<file path="config.mk">
export PLATFORM = sky130hd
export DESIGN_NAME = chd_fifo
export DESIGN_NICKNAME = d
export VERILOG_FILES = /design/src/hdl/chd_fifo.sv
export SDC_FILE = /design/constraint.sdc
export NUM_CORES = 1
export LEC_CHECK = 0
export BUFFER_PORTS_ARGS = -buffer_cell sky130_fd_sc_hd__clkbuf_2
export CAP_MARGIN = 20
export CORE_MARGIN = 2
export CORE_UTILIZATION = 52
export DETAILED_ROUTE_END_ITERATION = 16
export HOLD_SLACK_MARGIN = 0.08
export PLACE_DENSITY = 0.87
export SYNTH_ARGS = -nofsm -noshare
export SYNTH_HDL_FRONTEND = slang
export SYNTH_SLANG_ARGS = --single-unit
</file>
<file path="constraint.sdc">
create_clock -name clk_i -period 2.4 [get_ports clk_i]
set_clock_uncertainty 0.1 [all_clocks]
set_input_delay 0.12 -clock clk_i [delete_from_list [all_inputs] [get_ports clk_i]]
set_output_delay 0.12 -clock clk_i [all_outputs]
set_load 0.01 [all_outputs]
</file>
<file path="src/hdl/chd_fifo.sv">
// ----------------------------------------------------------------------------
// chd_fifo: two-entry queue
// Small register queue used between the front and back and at the output.
// ----------------------------------------------------------------------------
module chd_fifo #(
  parameter int WIDTH = 8
) (
  input  logic             clk_i,
  input  logic             rst_ni,
  input  logic             push_i,
  input  logic [WIDTH-1:0] data_i,
  input  logic             pop_i,
  output logic [WIDTH-1:0] data_o,
  output logic             full_o,
  output logic             empty_o
);

  logic [WIDTH-1:0] mem_q [2];
  logic             wr_ptr_q, wr_ptr_d;
  logic             rd_ptr_q, rd_ptr_d;
  logic [1:0]       cnt_q, cnt_d;

  assign full_o  = (cnt_q == 2'd2);
  assign empty_o = (cnt_q == 2'd0);
  assign data_o  = mem_q[rd_ptr_q];

  always_comb begin
    wr_ptr_d = wr_ptr_q;
    rd_ptr_d = rd_ptr_q;
    cnt_d    = cnt_q;
    if (push_i) begin
      wr_ptr_d = ~wr_ptr_q;
    end
    if (pop_i) begin
      rd_ptr_d = ~rd_ptr_q;
    end
    if (push_i && !pop_i) begin
      cnt_d = cnt_q + 2'd1;
    end else if (!push_i && pop_i) begin
      cnt_d = cnt_q - 2'd1;
    end
  end

  always_ff @(posedge clk_i or negedge rst_ni) begin
    if (!rst_ni) begin
      wr_ptr_q <= 1'b0;
      rd_ptr_q <= 1'b0;
      cnt_q    <= 2'd0;
    end else begin
      wr_ptr_q <= wr_ptr_d;
      rd_ptr_q <= rd_ptr_d;
      cnt_q    <= cnt_d;
    end
  end

  always_ff @(posedge clk_i) begin
    if (push_i) begin
      mem_q[wr_ptr_q] <= data_i;
    end
  end

`ifndef SYNTHESIS
  a_cnt_bound: assert property (@(posedge clk_i) disable iff (!rst_ni)
    cnt_q != 2'd3) else $error("queue count out of range");
  a_no_overflow: assert property (@(posedge clk_i) disable iff (!rst_ni)
    full_o |-> !push_i || pop_i) else $error("transfer into full queue");
`endif

endmodule

</file>
# Word-level counts from Yosys, hierarchy flattened
# Memories as Yosys holds them, arrays and structs flattened.
# Index checks and enable logic that the tools add are counted.
[word_totals]
ff_bits = 4
ram_bits = 16
output_inout_bits = 10
memories = 1
[memory_table]
columns = ["name", "depth", "width", "read_ports", "rd_clocked_by_memory_dff", "wr", "line", "rtl"]
rows = [
  ["mem_q", 2, 8, 1, 0, 1, "18", "logic [WIDTH-1:0] mem_q [2];"],
]
[op_classes]
addsub = 2
n_eq_ne = 1
muxes = 4
bitwise = 2
n_reduce_logical = 6
[ops]
columns = ["op", "count"]
rows = [
  ["two-way mux 2 bit", 2],
  ["adder 2 x 1 -> 2 bit (second input constant)", 1],
  ["equality test 2 bit (second input constant)", 1],
  ["logical AND 1 bit", 2],
  ["zero test 1 bit", 2],
  ["zero test 2 bit", 1],
  ["two-way mux 1 bit", 2],
  ["NOT 1 bit", 2],
  ["nonzero test 2 bit", 1],
  ["subtractor 2 x 1 -> 2 bit (second input constant)", 1],
]

# Depth between registers and ports, before layout
[depth]
word_depth = 4
depth_mapped = 5
mapped_depth_nobuf = 5

# Worst setup path before layout
# Ideal clock, no wire load.
[synth_path]
path_type = "register to register"
from = "register wr_ptr_q"
to = "memory mem_q[0][0], enable pin"
t_arrival_ns = 0.789
required_ns = 1.927
setup_slack_ns = 1.138
stages_incl_launch_ff = 2
path_buffers = 0
path_cell_list = "dfrtp_1 > nor2b_1"
[synth_rtl]
columns = ["item", "line", "rtl"]
rows = [
  ["start: declaration", "19", "logic wr_ptr_q, wr_ptr_d;"],
  ["start signal: assignment", "50", "wr_ptr_q <= wr_ptr_d;"],
  ["end: declaration", "18", ""],
]
# No word-level cell before the write port.

# Worst setup path after layout
[layout_path]
from = "register rd_ptr_q"
to = "output port data_o[0]"
[layout_between]
elab_chain_cells = 1
[layout_lines]
columns = ["item", "line", "rtl"]
rows = [
  ["start: declaration", "20", "logic rd_ptr_q, rd_ptr_d;"],
  ["start signal: assignment", "51", "rd_ptr_q <= rd_ptr_d;"],
  ["memory read (2 x 8 bit)", "--", ""],
  ["end: declaration", "13", "output logic [WIDTH-1:0] data_o,"],
]
# No other way between the ends.

==> out/metrics.cfg <==
[power]
p_switching_mw = 0.313
leakagePower_nw = 0.429
ir_drop_uv = 583
p_int_mw = 0.696
powerDensity_mw_per_mm2 = 980
seqPwrFrac_pct = 54.3
pwr-share-comb_pct = 30.4
clockPowerShare_pct = 15.3
switching_share_pct = 31.0

[sta]
worst_pin_slew_ps = 702
layout_min_cycle_time_ps = 1620
finalSetupTns_ps = 0
slew_headroom_pct = 53.1
maxSlewViolCount = 0
worst_hold_slack_ps = 417
finalHoldViolations = 0
setup_slack_ps = 779
grt_setup_unrepaired = false
clock.fmax_mhz = 617
min_period_over_period_pct = 67.5
setup_violations = 0

[layout]
drive_above_1_share_pct = 42.9
diodes = 0
finalNetCount = 91
fill_cells = 78
area_delta_synth_final_pct = 33.6

[clock_tree]
post-cts-setup-buffers = 0
clockBufferDepth = 2
insertion_delay_ps = 290
htreeDepth = 1
cts_resized = 0
cts.sinks = 20
cts-root-buf = clkbuf_4
cts_tree = yes
holdBufCountCts = 12
clk_pin_slew_ps = 100
cts_made_buffers = 3

[logic_synthesis]
synth_cell_type_count = 12
syn_area_um2 = 771
synth-seq-cells = 20
syn_inst = 41
ys_seq_area_share_pct = 75.3
synth_nets = 54
yosysWarningCount = 0
avgSynthCellArea_um2 = 18.8

[floorplanning]
die_height_um = 42.5
ios = 22
core_area_mm2 = 0.00135
start_util_pct = 57.1
die_area_mm2 = 0.00181
die_w_um = 42.5
rows = 13

[placed_design]
dpl.hpwl_um = 934
dp_slack_ps = 930
port_buffers = 21
gp_routability_congestion = 0.689

[detailed_routing]
routed_wl_mm = 1.41
wire_per_inst_um = 15.4
firstDrtPassIters = 4
antenna_left = 0
drc_errors = 0
detail_route.iter0.violations = 5
routed_via_density = 5.03
num_vias = 463

[worst_setup_path]
crit_fanout = 9
critPathArrivalTime_ps = 1400
crit_path_end_kind = output pin
crit_required_ps = 2180
crit_type = register to output pin
worstSetupStartpointType = register

[global_routing]
grt_pass1_wl_mm = 2.30
grt_pass1_vias = 508
antenna_found_initial = 0
grt_usage_pct = 18.0
gr-total-overflow = 0
grt_max_degree = 12

[hold_path]
holdCritPathClass = register to register

[flow_run]
maxCapViolCount = 0

[run_status]
outcome = finished clean

## metal layers
| layer | routed length (um) | vias to the layer above | track usage, % |
|---|---|---|---|
| li1 | - | 218 | - |
| met1 | 550 | 229 | 18.8 |
| met2 | 803 | 14 | 36.0 |
| met3 | 50 | 2 | 3.88 |
| met4 | 8 | 0 | 3.75 |
| met5 | 0 | - | 0 |
## cell families (layout without fill, tap and decap cells)
kind of cell | Yosys count | count (layout) | synth area share (%)
flops | 20 | 20 | 75.3
simple gates | 5 | 5 | 3.74
buf+inv | 2 | 38 | 1.95
mux | 8 | 8 | 11.7
xor+xnor | 5 | 5 | 5.68
fa+ha+maj | 1 | 1 | 1.62
## worst paths after layout
kind,endpoint,start,cells after the start,slack (ps)
worst min register to register,wr_ptr_q$_DFFE_PN0P_,wr_ptr_q$_DFFE_PN0P_,1,420
min in group asynchronous,cnt_q[0]$_DFFE_PN0P_,rst_ni,3,640
worst max-delay path,data_o[0],rd_ptr_q$_DFFE_PN0P_,2,780
worst max register to register,mem_q[0][6]$_DFFE_PP_,wr_ptr_q$_DFFE_PN0P_,1,960
worst min-delay path,wr_ptr_q$_DFFE_PN0P_,wr_ptr_q$_DFFE_PN0P_,1,420
max in group asynchronous,rd_ptr_q$_DFFE_PN0P_,rst_ni,3,1380
## Yosys cell counts (all sizes together)
cell | count | area share (%)
edfxtp | 16 | 62
xor2 | 4 | 4.5
xnor2 | 1 | 1.1
ha | 1 | 1.6
buf | 1 | 1.5
inv | 1 | 0.49
nor2b | 1 | 0.81
and2b | 1 | 1.1
and2 | 1 | 0.81
mux2 | 8 | 12
dfrtp | 4 | 13
nor2 | 2 | 0.97
## power by group through the flow
stage               clock, mW  sequential, mW  combinational, mW
floorplan                   0           0.510              0.227
global placement            0           0.541              0.276
detailed placement          0           0.550              0.292
CTS                     0.155           0.544              0.308
global route            0.171           0.559              0.330
finish                  0.154           0.547              0.307
## metrics by stage
stage	cell area, um2	util, %	instances	total power, mW
global route	1030	76.3	92	1.06
global placement	883	65.4	76	0.818
detailed placement	883	65.4	76	0.842
floorplan	771	-	41	0.737
finish	1030	76.3	92	1.01
CTS	1030	76.3	92	1.01
## flip-flops by register name, indices dropped and copies added, names as in the netlist
| name | flops |
|---|---|
| mem_q | 16 |
| cnt_q | 2 |
| wr_ptr_q | 1 |
| rd_ptr_q | 1 |
## placed cells by master, fill, tap and decap left out
cell,instances
and2b_2,1
nor2b_1,1
clkbuf_4,3
dlygate4sd3_1,12
clkbuf_2,21
ha_1,1
clkinv_1,1
nor2_1,2
edfxtp_1,16
xor2_1,4
xnor2_1,1
dfrtp_1,4
inv_1,1
and2_1,1
mux2_2,8
## critical path, stage by stage, from the launching register on
cell	delay (ps)
dfrtp_1	600
mux2_2	390
clkbuf_2	130
## cell type report
class / instances / area [um2] / share of cell area, %
Clock buffer: 3 / 22.5 / 2.19
Clock inverter: 1 / 3.75 / 0.365
Inverter: 1 / 3.75 / 0.365
Multi-Input combinational cell: 19 / 175 / 17.0
Sequential cell: 20 / 581 / 56.4
Tap cell: 15 / 18.8 / 1.82
Timing Repair Buffer: 33 / 225 / 21.9
(Power assumes the default switching activity.)
