File: config.mk
export PLATFORM = sky130hd
export DESIGN_NAME = chd_front
export DESIGN_NICKNAME = d
export VERILOG_FILES = /design/src/hdl/chd_pkg.sv /design/src/hdl/chd_front.sv
export SDC_FILE = /design/constraint.sdc
export NUM_CORES = 1
export LEC_CHECK = 0
export ABC_AREA = 0
export BUFFER_PORTS_ARGS = -buffer_cell sky130_fd_sc_hd__clkbuf_2
export CAP_MARGIN = 10
export CORE_MARGIN = 5
export CORE_UTILIZATION = 45
export CTS_CLUSTER_DIAMETER = 150
export DETAILED_ROUTE_END_ITERATION = 10
export GPL_TIMING_DRIVEN = 0
export PLACE_DENSITY_LB_ADDON = 0.1
export SLEW_MARGIN = 20
export SYNTH_ARGS = -nofsm -noshare
export SYNTH_HDL_FRONTEND = slang
export SYNTH_SLANG_ARGS = --single-unit
File: constraint.sdc
create_clock -name clk_i -period 5 [get_ports clk_i]
set_clock_uncertainty 0.15 [all_clocks]
set_input_delay 0.25 -clock clk_i [delete_from_list [all_inputs] [get_ports clk_i]]
set_output_delay 0.25 -clock clk_i [all_outputs]
set_load 0.005 [all_outputs]
File: src/hdl/chd_pkg.sv
// ----------------------------------------------------------------------------
// chd_pkg: shared definitions of the cursor heading core
// Register indexes, fixed widths, reset values and the arctangent table.
// ----------------------------------------------------------------------------
package chd_pkg;

  localparam int DEF_ANGLE_FRAC_BITS = 8;
  localparam int DEF_COORD_WIDTH     = 12;

  localparam int OFFSET_WIDTH  = 11;
  localparam int HEADING_WIDTH = 18;
  localparam int REG_IDX_WIDTH = 2;

  localparam int CENTER_X_RESET = 320;
  localparam int CENTER_Y_RESET = 205;

  localparam int CORDIC_STEPS = 24;
  localparam int ZSCALE_BITS  = 24;
  localparam int GUARD_BITS   = 24;
  localparam int ZW           = 34;

  localparam logic signed [ZW-1:0] Z_DEG_90  = 34'sd1509949440;
  localparam logic signed [ZW-1:0] Z_DEG_180 = 34'sd3019898880;

  // atan(2^-i) in degrees, scaled by 2^24
  localparam logic [31:0] ATAN_TAB [CORDIC_STEPS] = '{
    32'd754974720, 32'd445687602, 32'd235489088, 32'd119537938,
    32'd60000934,  32'd30029717,  32'd15018523,  32'd7509720,
    32'd3754917,   32'd1877466,   32'd938734,    32'd469367,
    32'd234684,    32'd117342,    32'd58671,     32'd29335,
    32'd14668,     32'd7334,      32'd3667,      32'd1833,
    32'd917,       32'd458,       32'd229,       32'd115
  };

  typedef enum logic [REG_IDX_WIDTH-1:0] {
    REG_CENTER_X    = 2'd0,
    REG_CENTER_Y    = 2'd1,
    REG_VERT_OFFSET = 2'd2
  } cfg_reg_e;

  typedef struct packed {
    logic zero_vec;
    logic add_angle;
  } chd_class_t;

endpackage

File: src/hdl/chd_front.sv
// ----------------------------------------------------------------------------
// chd_front: configuration and operand front end
// Holds the origin registers, forms the quarter-pixel vector and classifies it.
// ----------------------------------------------------------------------------
module chd_front
  import chd_pkg::*;
#(
  parameter int COORD_WIDTH = DEF_COORD_WIDTH
) (
  input  logic                                clk_i,
  input  logic                                rst_ni,
  input  logic                                cfg_we_i,
  input  logic [REG_IDX_WIDTH-1:0]            cfg_idx_i,
  input  logic [((COORD_WIDTH > OFFSET_WIDTH) ? COORD_WIDTH : OFFSET_WIDTH)-1:0]
                                              cfg_wdata_i,
  input  logic signed [COORD_WIDTH-1:0]       cursor_x_i,
  input  logic signed [COORD_WIDTH-1:0]       cursor_y_i,
  output logic signed [COORD_WIDTH+3:0]       dx_o,
  output logic signed [COORD_WIDTH+3:0]       dy_o,
  output chd_class_t                          class_o
);

  localparam int DW = COORD_WIDTH + 4;

  logic signed [COORD_WIDTH-1:0]  center_x_q;
  logic signed [COORD_WIDTH-1:0]  center_y_q;
  logic signed [OFFSET_WIDTH-1:0] offset_q;
  logic signed [DW-1:0]           diff_x, diff_y, off_ext;

  always_ff @(posedge clk_i or negedge rst_ni) begin
    if (!rst_ni) begin
      center_x_q <= COORD_WIDTH'(CENTER_X_RESET);
      center_y_q <= COORD_WIDTH'(CENTER_Y_RESET);
      offset_q   <= '0;
    end else if (cfg_we_i) begin
      unique case (cfg_reg_e'(cfg_idx_i))
        REG_CENTER_X:    center_x_q <= cfg_wdata_i[COORD_WIDTH-1:0];
        REG_CENTER_Y:    center_y_q <= cfg_wdata_i[COORD_WIDTH-1:0];
        REG_VERT_OFFSET: offset_q   <= cfg_wdata_i[OFFSET_WIDTH-1:0];
        default: ;
      endcase
    end
  end

  always_comb begin
    diff_x  = DW'(cursor_x_i) - DW'(center_x_q);
    diff_y  = DW'(cursor_y_i) - DW'(center_y_q);
    off_ext = DW'(offset_q);
    dx_o    = diff_x <<< 2;
    dy_o    = (diff_y <<< 2) + (off_ext <<< 1) + off_ext;
    class_o.zero_vec  = (dx_o == '0) && (dy_o == '0);
    class_o.add_angle = (dx_o > 0) && (dy_o != '0);
  end

endmodule

* Word level (Yosys, flattened, before mapping)
Cells that the tools add are included.
Word-level totals: memories kept 0, bits in latches 0, ROM bits 0, output and inout port bits 34, memory bits (writable) 0, register bits after elaboration 35
Cells by class: bitwise gates (word level) 0, $lt $le $gt $ge 1, $add $sub $neg 4, equal/unequal tests 2, shift-type cells 0, mux-type cells 0, multipliers 0, divide/modulo/power cells 0, reductions and logical operators 9
Operators with widths (count):
- logical NOT 16 bit | 2
- subtractor 12 x 12 -> 13 bit | 2
- adder 15 x 12 -> 16 bit | 1
- adder 16 x 11 -> 16 bit | 1
- nonzero test 16 bit | 1
- > comparator 15 x 1 -> 1 bit (second input constant) | 1
- AND reduction 2 bit | 3
- == test 2 x 1 -> 1 bit (second input constant) | 1
- == test 2 bit (second input constant) | 1
- logical AND 1 bit | 2
- logical NOT 2 bit | 1

* Depth between registers and ports, before layout
Gate-level depths: netlist (run 1).
word-level depth 5, mapped depth 20, gate-level depth less buffers 20

* Worst setup path before layout (run 1)
No wires, ideal clock.
path kind reg2out, start register center_y_q[2], end output port class_o[1] (netlist name), stages on the path, launching flop included 19, arrival time 4311 ps, path buffers 0, setup slack 289 ps, required time 4600 ps, cells stage by stage dfstp_2 -> inv_1 -> ha_1 -> nor2b_1 -> o21ai_0 -> a21boi_0 -> o21a_1 -> nor2_1 -> xnor2_1 -> fa_1 -> ha_1 -> or2_2 -> a21oi_1 -> a31oi_1 -> or4_1 -> and4_2 -> or2_2 -> nor4_2 -> nor2b_1
RTL lines:
- from (decl) | line chd_front.sv:26 | logic signed [COORD_WIDTH-1:0] center_y_q;
- from (signal assigned) | line chd_front.sv:33 | center_y_q <= COORD_WIDTH'(CENTER_Y_RESET);
- from (signal assigned) | line chd_front.sv:38 | REG_CENTER_Y: center_y_q <= cfg_wdata_i[COORD_WIDTH-1:0];
- to (decl) | line chd_front.sv:20 | output chd_class_t class_o

==> results.tsv, run 1 <==
metric	value	unit
Leakage	2.05	nW
H-tree depth	2	
Max Fanout on Critical Path	3	
top_reg_cell synth	dfrtp_1	
Cell Area, Placed	0.00390	mm²
initial antenna violation count	0	
largest area contributor in the netlist	dfrtp_1	
worst r2r path cells	1	
commonest non-fill, non-tap cell in the layout	clkbuf_2	
I/O pins	75	
via density per instance	5.17	
main combinational cell family by area after synthesis	adder cells	
clock buffer depth	2	
TritonCTS Sinks	35	
Total Routing Usage GR	16.3	%
adder-cell share of the synthesized area	22.1	%
final setup TNS	0	ps
largest net degree at the start of global routing	36	
most frequent cells in the layout	clkbuf_2, inv_1, ha_1	
worst hold path cell count	3	
Worst setup SP type	register	
critical path's slowest cell	fa_1	
gpl congestion	0.824	
Pre-antenna DRT Iters	4	
Die ar.	0.00943	mm²
total of fill cells in the finished design	669	
Synth Cell Area	0.00341	mm²
Mapped Cells	367	
die width	97.1	µm
layout cells sized above 1	38.1	%
top achievable clock speed	0.200	GHz
WS Path Type	reg -> out	
post-DR wirelength/cell	13.3	µm
vias post-DR	2887	
power per cell area	642	mW/mm²
Core ar.	0.00733	mm²
Synth area leaders	dfrtp_1, ha_1, mux2_2	
CP bufs+invs	2	
Tcrit/Tclk final	99.9	%
fin crit period	5000	ps
antenna cells	0	
Final nets	552	
YS warnings	0	
clk slew on worst S/H paths	70	ps
worst path cell trace	ha_4 > fa_2 > nor2b_2 > o21ai_2 > a21boi_2 > o21a_1 > nor2_4 > xnor2_2 > fa_1 > ha_4 > or2_4 > a21oi_4 > a31oi_4 > or4_4 > and4_4 > or2_4 > nor4_4 > buf_4 > nor3b_1 > clkbuf_2	
number of routed nets with antenna violations	0	
Syn Area/Cell	9.30	µm²
delay-heaviest family, CP	simple AND/OR/NAND/NOR gates	
Clk Latency, worst-skew pair	290	ps
FF+latch count, synth	35	
Max Transition Viols Final	0	
Compound-Gate Fraction of Synth Area	14.9	%
Slew headroom	43.1	%
Util after Layout	59.4	%
RSZ-0062 raised after global routing	true	
VDD IR max	0.253	mV
row count	31	
worst slew pin tran	854	ps
Worst path depth	20	
Storage cell area	885	µm²
multi-input logic area	0.00254	mm²
Num CTS Buffers	5	
PortBufs	72	
Fin. Hold Viols	0	
CP Capture Type	output pin	
maxcap violations	0	
Synth Area in Simple Gates	14.9	%
Worst Hold Class	in -> reg	
multiplexer share of the synthesized area	7.91	%
final instance area	0.00436	mm²
outcome	complete, no violations	
fin cells	558	
gr ovfl total	0	
global-route wire length before repair	13000	µm
root buffer cell	clkbuf_8	
Critical Path AT	4600	ps
vias in the first global route	2956	
Synth cell types	55	
WL final	7410	µm
Power, Total	2.80	mW
post-synth top area share	20.5	%
Seq/Total Area, Yosys	25.9	%
number of synthesized flops with an enable pin	0	
Initial DRC Count	68	
fraction of registers with async set/reset	100	%
final setup fails	0	
CTS tree	done	
Synth Area in XOR/XNOR	6.93	%
Crit path required time	4600	ps
Die H	97.1	µm
CP peak stage delay	530	ps
Starting Density	46.6	%
# DRC	0	
area delta synth->final	27.6	%
post-DP HPWL	6050	µm
placed instance count	539	
==> layer usage <==
| layer | up-vias | share of wire (%) | global-route usage (%) |
|---|---|---|---|
| li1 | 1494 | - | - |
| met1 | 1330 | 47 | 20.6 |
| met2 | 56 | 48 | 27.9 |
| met3 | 7 | 3.8 | 2.58 |
| met4 | 0 | 1.9 | 5.94 |
| met5 | - | 0 | 0 |
==> tightest hold or removal path: stages <==
cell	delay [ps]
clkbuf_2	100
nand2_1	50
o21ai_0	60
==> report_power, final <==
part	internal, mW	leakage, nW	total (mW)	switching [mW]
registers	0.342	0.409	0.382	0.0401
clock network	0.148	0.0581	0.252	0.104
logic	1.10	1.58	2.16	1.06
total	1.59	2.05	2.80	1.20
==> cells by family (layout without fill, tap and decap cells) <==
group,count (synthesis),after routing
muxes,24,24
xor gates and xnor gates,27,27
other,1,2
buffers and inverters,62,153
DFF,35,35
AOI/OAI and AO/OA,78,78
adders and majority gates,53,53
and+or+nand+nor,87,87
==> through the flow <==
stage	setup WS [ps]	hold slack [ps]
after floorplan	289	-196
after global placement	-410	235
after detailed placement	-461	241
after CTS	-84.0	49.5
after global routing	-203	74.2
final	4.41	53.6
==> synth_stat cells, types with 6 or more instances <==
library cell,n
xor2_1,10
mux2_2,24
dfstp_2,7
o21ai_0,20
a31oi_1,6
nand2_1,18
nor3_1,11
nor2_1,10
fa_1,12
ha_1,41
inv_1,52
dfrtp_1,28
a21oi_1,18
xnor2_1,17
==> flip-flops by register name, summed over array words and instances, names as in the netlist <==
name,flops
offset_q,11
center_y_q,12
center_x_q,12
==> path summary, 6_finish.rpt <==
kind,startpoint,to,slack (ps)
max in group asynchronous,rst_ni,center_y_q[9],3720
max,center_y_q[0],class_o[0],4
min reg2reg,center_y_q[9],center_y_q[9],360
min,cfg_wdata_i[1],center_x_q[1],50
min in group asynchronous,rst_ni,offset_q[7],460
max reg2reg,offset_q[10],offset_q[10],4000
==> area by class of cell <==
cell class                      instances  area share, %
Tap cell                               99           2.84
Clock inverter                          3           1.00
Multi-Input combinational cell        271           58.3
Sequential cell                        35           20.3
Inverter                               52           4.48
Clock buffer                            5           1.58
Timing Repair Buffer                   84           10.4
Buffer                                  9           1.12
==> timing repair <==
item                                   CTS  global route
setup buffers                            7             4
hold buffers                             1             0
endpoints found under the hold margin   28             0
pin swaps                               26            13
setup endpoints to repair                3             2
gates resized for setup                 36            19
Note: power is estimated with default switching activity, not from simulation.
==> inputs of run 2 (changes only) <==
--- a/config.mk
+++ b/config.mk
@@ -9,11 +9,11 @@
 export BUFFER_PORTS_ARGS = -buffer_cell sky130_fd_sc_hd__clkbuf_2
 export CAP_MARGIN = 10
 export CORE_MARGIN = 5
-export CORE_UTILIZATION = 45
+export CORE_UTILIZATION = 56
 export CTS_CLUSTER_DIAMETER = 150
 export DETAILED_ROUTE_END_ITERATION = 10
-export GPL_TIMING_DRIVEN = 0
-export PLACE_DENSITY_LB_ADDON = 0.1
+export GPL_TIMING_DRIVEN = 1
+export PLACE_DENSITY = 0.82
 export SLEW_MARGIN = 20
 export SYNTH_ARGS = -nofsm -noshare
 export SYNTH_HDL_FRONTEND = slang
==> run 2 against run 1 <==
Compared with the run above:
- the run now ends with setup timing left
- core utilization is 15 points higher
- sequential share of layout area shrank 0.31 points
- clock power up 3%
- register-to-register slack got worse by 110 ps
- critical endpoint is now class_o[1]
- largest cell class unchanged
- largest power group unchanged
- highest routed layer unchanged
==> results.tsv, run 2 (same netlist as run 1, synthesis figures left out) <==
metric	value	unit	change
top achievable clock speed	0.195	GHz	-2.6%
number of routed nets with antenna violations	0		unchanged
antenna cells	0		unchanged
worst slew pin tran	808	ps	-45.0 ps
placed instance count	526		-2.4%
TritonCTS Sinks	35		unchanged
vias in the first global route	2991		+1.2%
Cell Area, Placed	0.00398	mm²	+2.1%
Pre-antenna DRT Iters	4		unchanged
Final nets	562		+1.8%
fin cells	544		-2.5%
Core ar.	0.00592	mm²	-19%
Max Fanout on Critical Path	4		+1
Critical Path AT	4730	ps	+130 ps
CP Capture Type	output pin		
post-DR wirelength/cell	15.4	µm	+16%
die width	88.1	µm	-9.3%
Die H	88.1	µm	-9.3%
root buffer cell	clkbuf_8		
final setup TNS	-194	ps	-194 ps
post-DP HPWL	6100	µm	+0.84%
total of fill cells in the finished design	411		-39%
gpl congestion	0.822		-0.22%
setup ws final	-131	ps	-135 ps
gr ovfl total	0		unchanged
CTS tree	done		
PortBufs	72		unchanged
Initial DRC Count	117		+72%
Fin. Hold Viols	0		unchanged
I/O pins	75		unchanged
outcome	finished, violations left		
Slew headroom	46.1	%	+3.0 points
maxcap violations	0		unchanged
largest registers	center_x_q x12, center_y_q x12, offset_q x11		
failing checks	setup timing		
final setup fails	2		+2
commonest non-fill, non-tap cell in the layout	clkbuf_2		
power per cell area	683	mW/mm²	+6.5%
layout cells sized above 1	40.5	%	+2.4 points
Clk Latency, worst-skew pair	280	ps	about the same
Worst Hold Class	in -> reg		
largest net degree at the start of global routing	36		unchanged
WL final	8380	µm	+13%
vias post-DR	3059		+6.0%
Die ar.	0.00776	mm²	-18%
clk slew on worst S/H paths	70	ps	about the same
Max Transition Viols Final	0		unchanged
initial antenna violation count	0		unchanged
Num CTS Buffers	5		unchanged
H-tree depth	2		unchanged
via density per instance	5.62		+8.7%
Starting Density	57.7	%	+11 points
global-route wire length before repair	13400	µm	+2.8%
RSZ-0062 raised after global routing	true		
Power, Total	3.02	mW	+8.1%
Crit path required time	4600	ps	about the same
row count	28		-9.7%
# DRC	0		unchanged
clock buffer depth	2		unchanged
Leakage	2.12	nW	+3.4%
Worst setup SP type	register		
fin crit period	5130	ps	+135 ps
VDD IR max	0.694	mV	+170%
hold slack	44.4	ps	-9.20 ps
area delta synth->final	29.6	%	
WS Path Type	reg -> out		
most frequent cells in the layout	clkbuf_2, inv_1, ha_1		
Total Routing Usage GR	21.7	%	+5.4 points
final instance area	0.00443	mm²	+1.6%
Tcrit/Tclk final	103	%	+2.7 points
-- run 2: path summary, 6_finish.rpt --
kind / startpoint / depth (start not counted) / to / slack, ps
setup reg to reg: center_y_q[1] / 2 / center_y_q[1] / 3890
hold reg to reg: center_y_q[9] / 1 / center_y_q[9] / 360
hold / removal: cfg_wdata_i[11] / 3 / center_x_q[11] / 40
min in group asynchronous: rst_ni / 2 / center_y_q[10] / 430
max in group asynchronous: rst_ni / 2 / center_x_q[4] / 3750
setup / recovery: center_y_q[1] / 22 / class_o[1] / -130
-- run 2: worst max-delay path, cell delays in order (launching register included) --
cell and delay (ps):
dfrtp_1 430, inv_1 90, ha_1 280, a21o_1 160, a21oi_2 90, o21ai_2 180
a31oi_2 130, o21bai_1 200, xor2_1 250, fa_1 460, ha_2 400, a21oi_2 80
a31oi_1 200, buf_4 160, buf_4 110, buf_4 100, nand4_1 90, and4_4 160
or2_4 230, nor4_4 240, buf_4 180, nor2b_4 130, clkbuf_2 110
-- run 2: final cells by class --
cell class	count	area (µm²)	share of cell area (%)
Multi-Input combinational cell	271	2540	57.4
Inverter	52	195	4.41
Sequential cell	35	885	20.0
Timing Repair Buffer	103	596	13.5
Clock inverter	2	35.0	0.792
Clock buffer	6	82.6	1.87
Tap cell	75	93.8	2.12
-- run 2: layer usage --
metal  part of all wire (%)  GRT usage [%]  vias to the layer above
met5                      0              0                        -
met4                    3.0           7.42                        0
met3                    5.2           2.63                       21
met2                     51           38.3                      106
met1                     41           27.3                     1428
li1                       -              -                     1504
-- run 2: through the flow --
step	util (%)	setup WS, ps
floorplan	-	289
global placement	67.3	60.7
detailed placement	67.3	-225
CTS	72.5	-118
global route	74.7	-347
finish	74.7	-131
-- run 2: timing repair --
item,CTS,global route
pin swaps,20,16
setup buffers,6,3
endpoints found under the hold margin,28,0
endpoints found under the setup margin,2,2
hold buffers,1,0
resized for setup,32,21
-- run 2: report_power, final --
part	internal (mW)	leakage, nW	switching [mW]
Sequential	0.342	0.409	0.0434
Combinational	1.23	1.65	1.14
Clock	0.161	0.0612	0.0987
Total	1.74	2.12	1.29
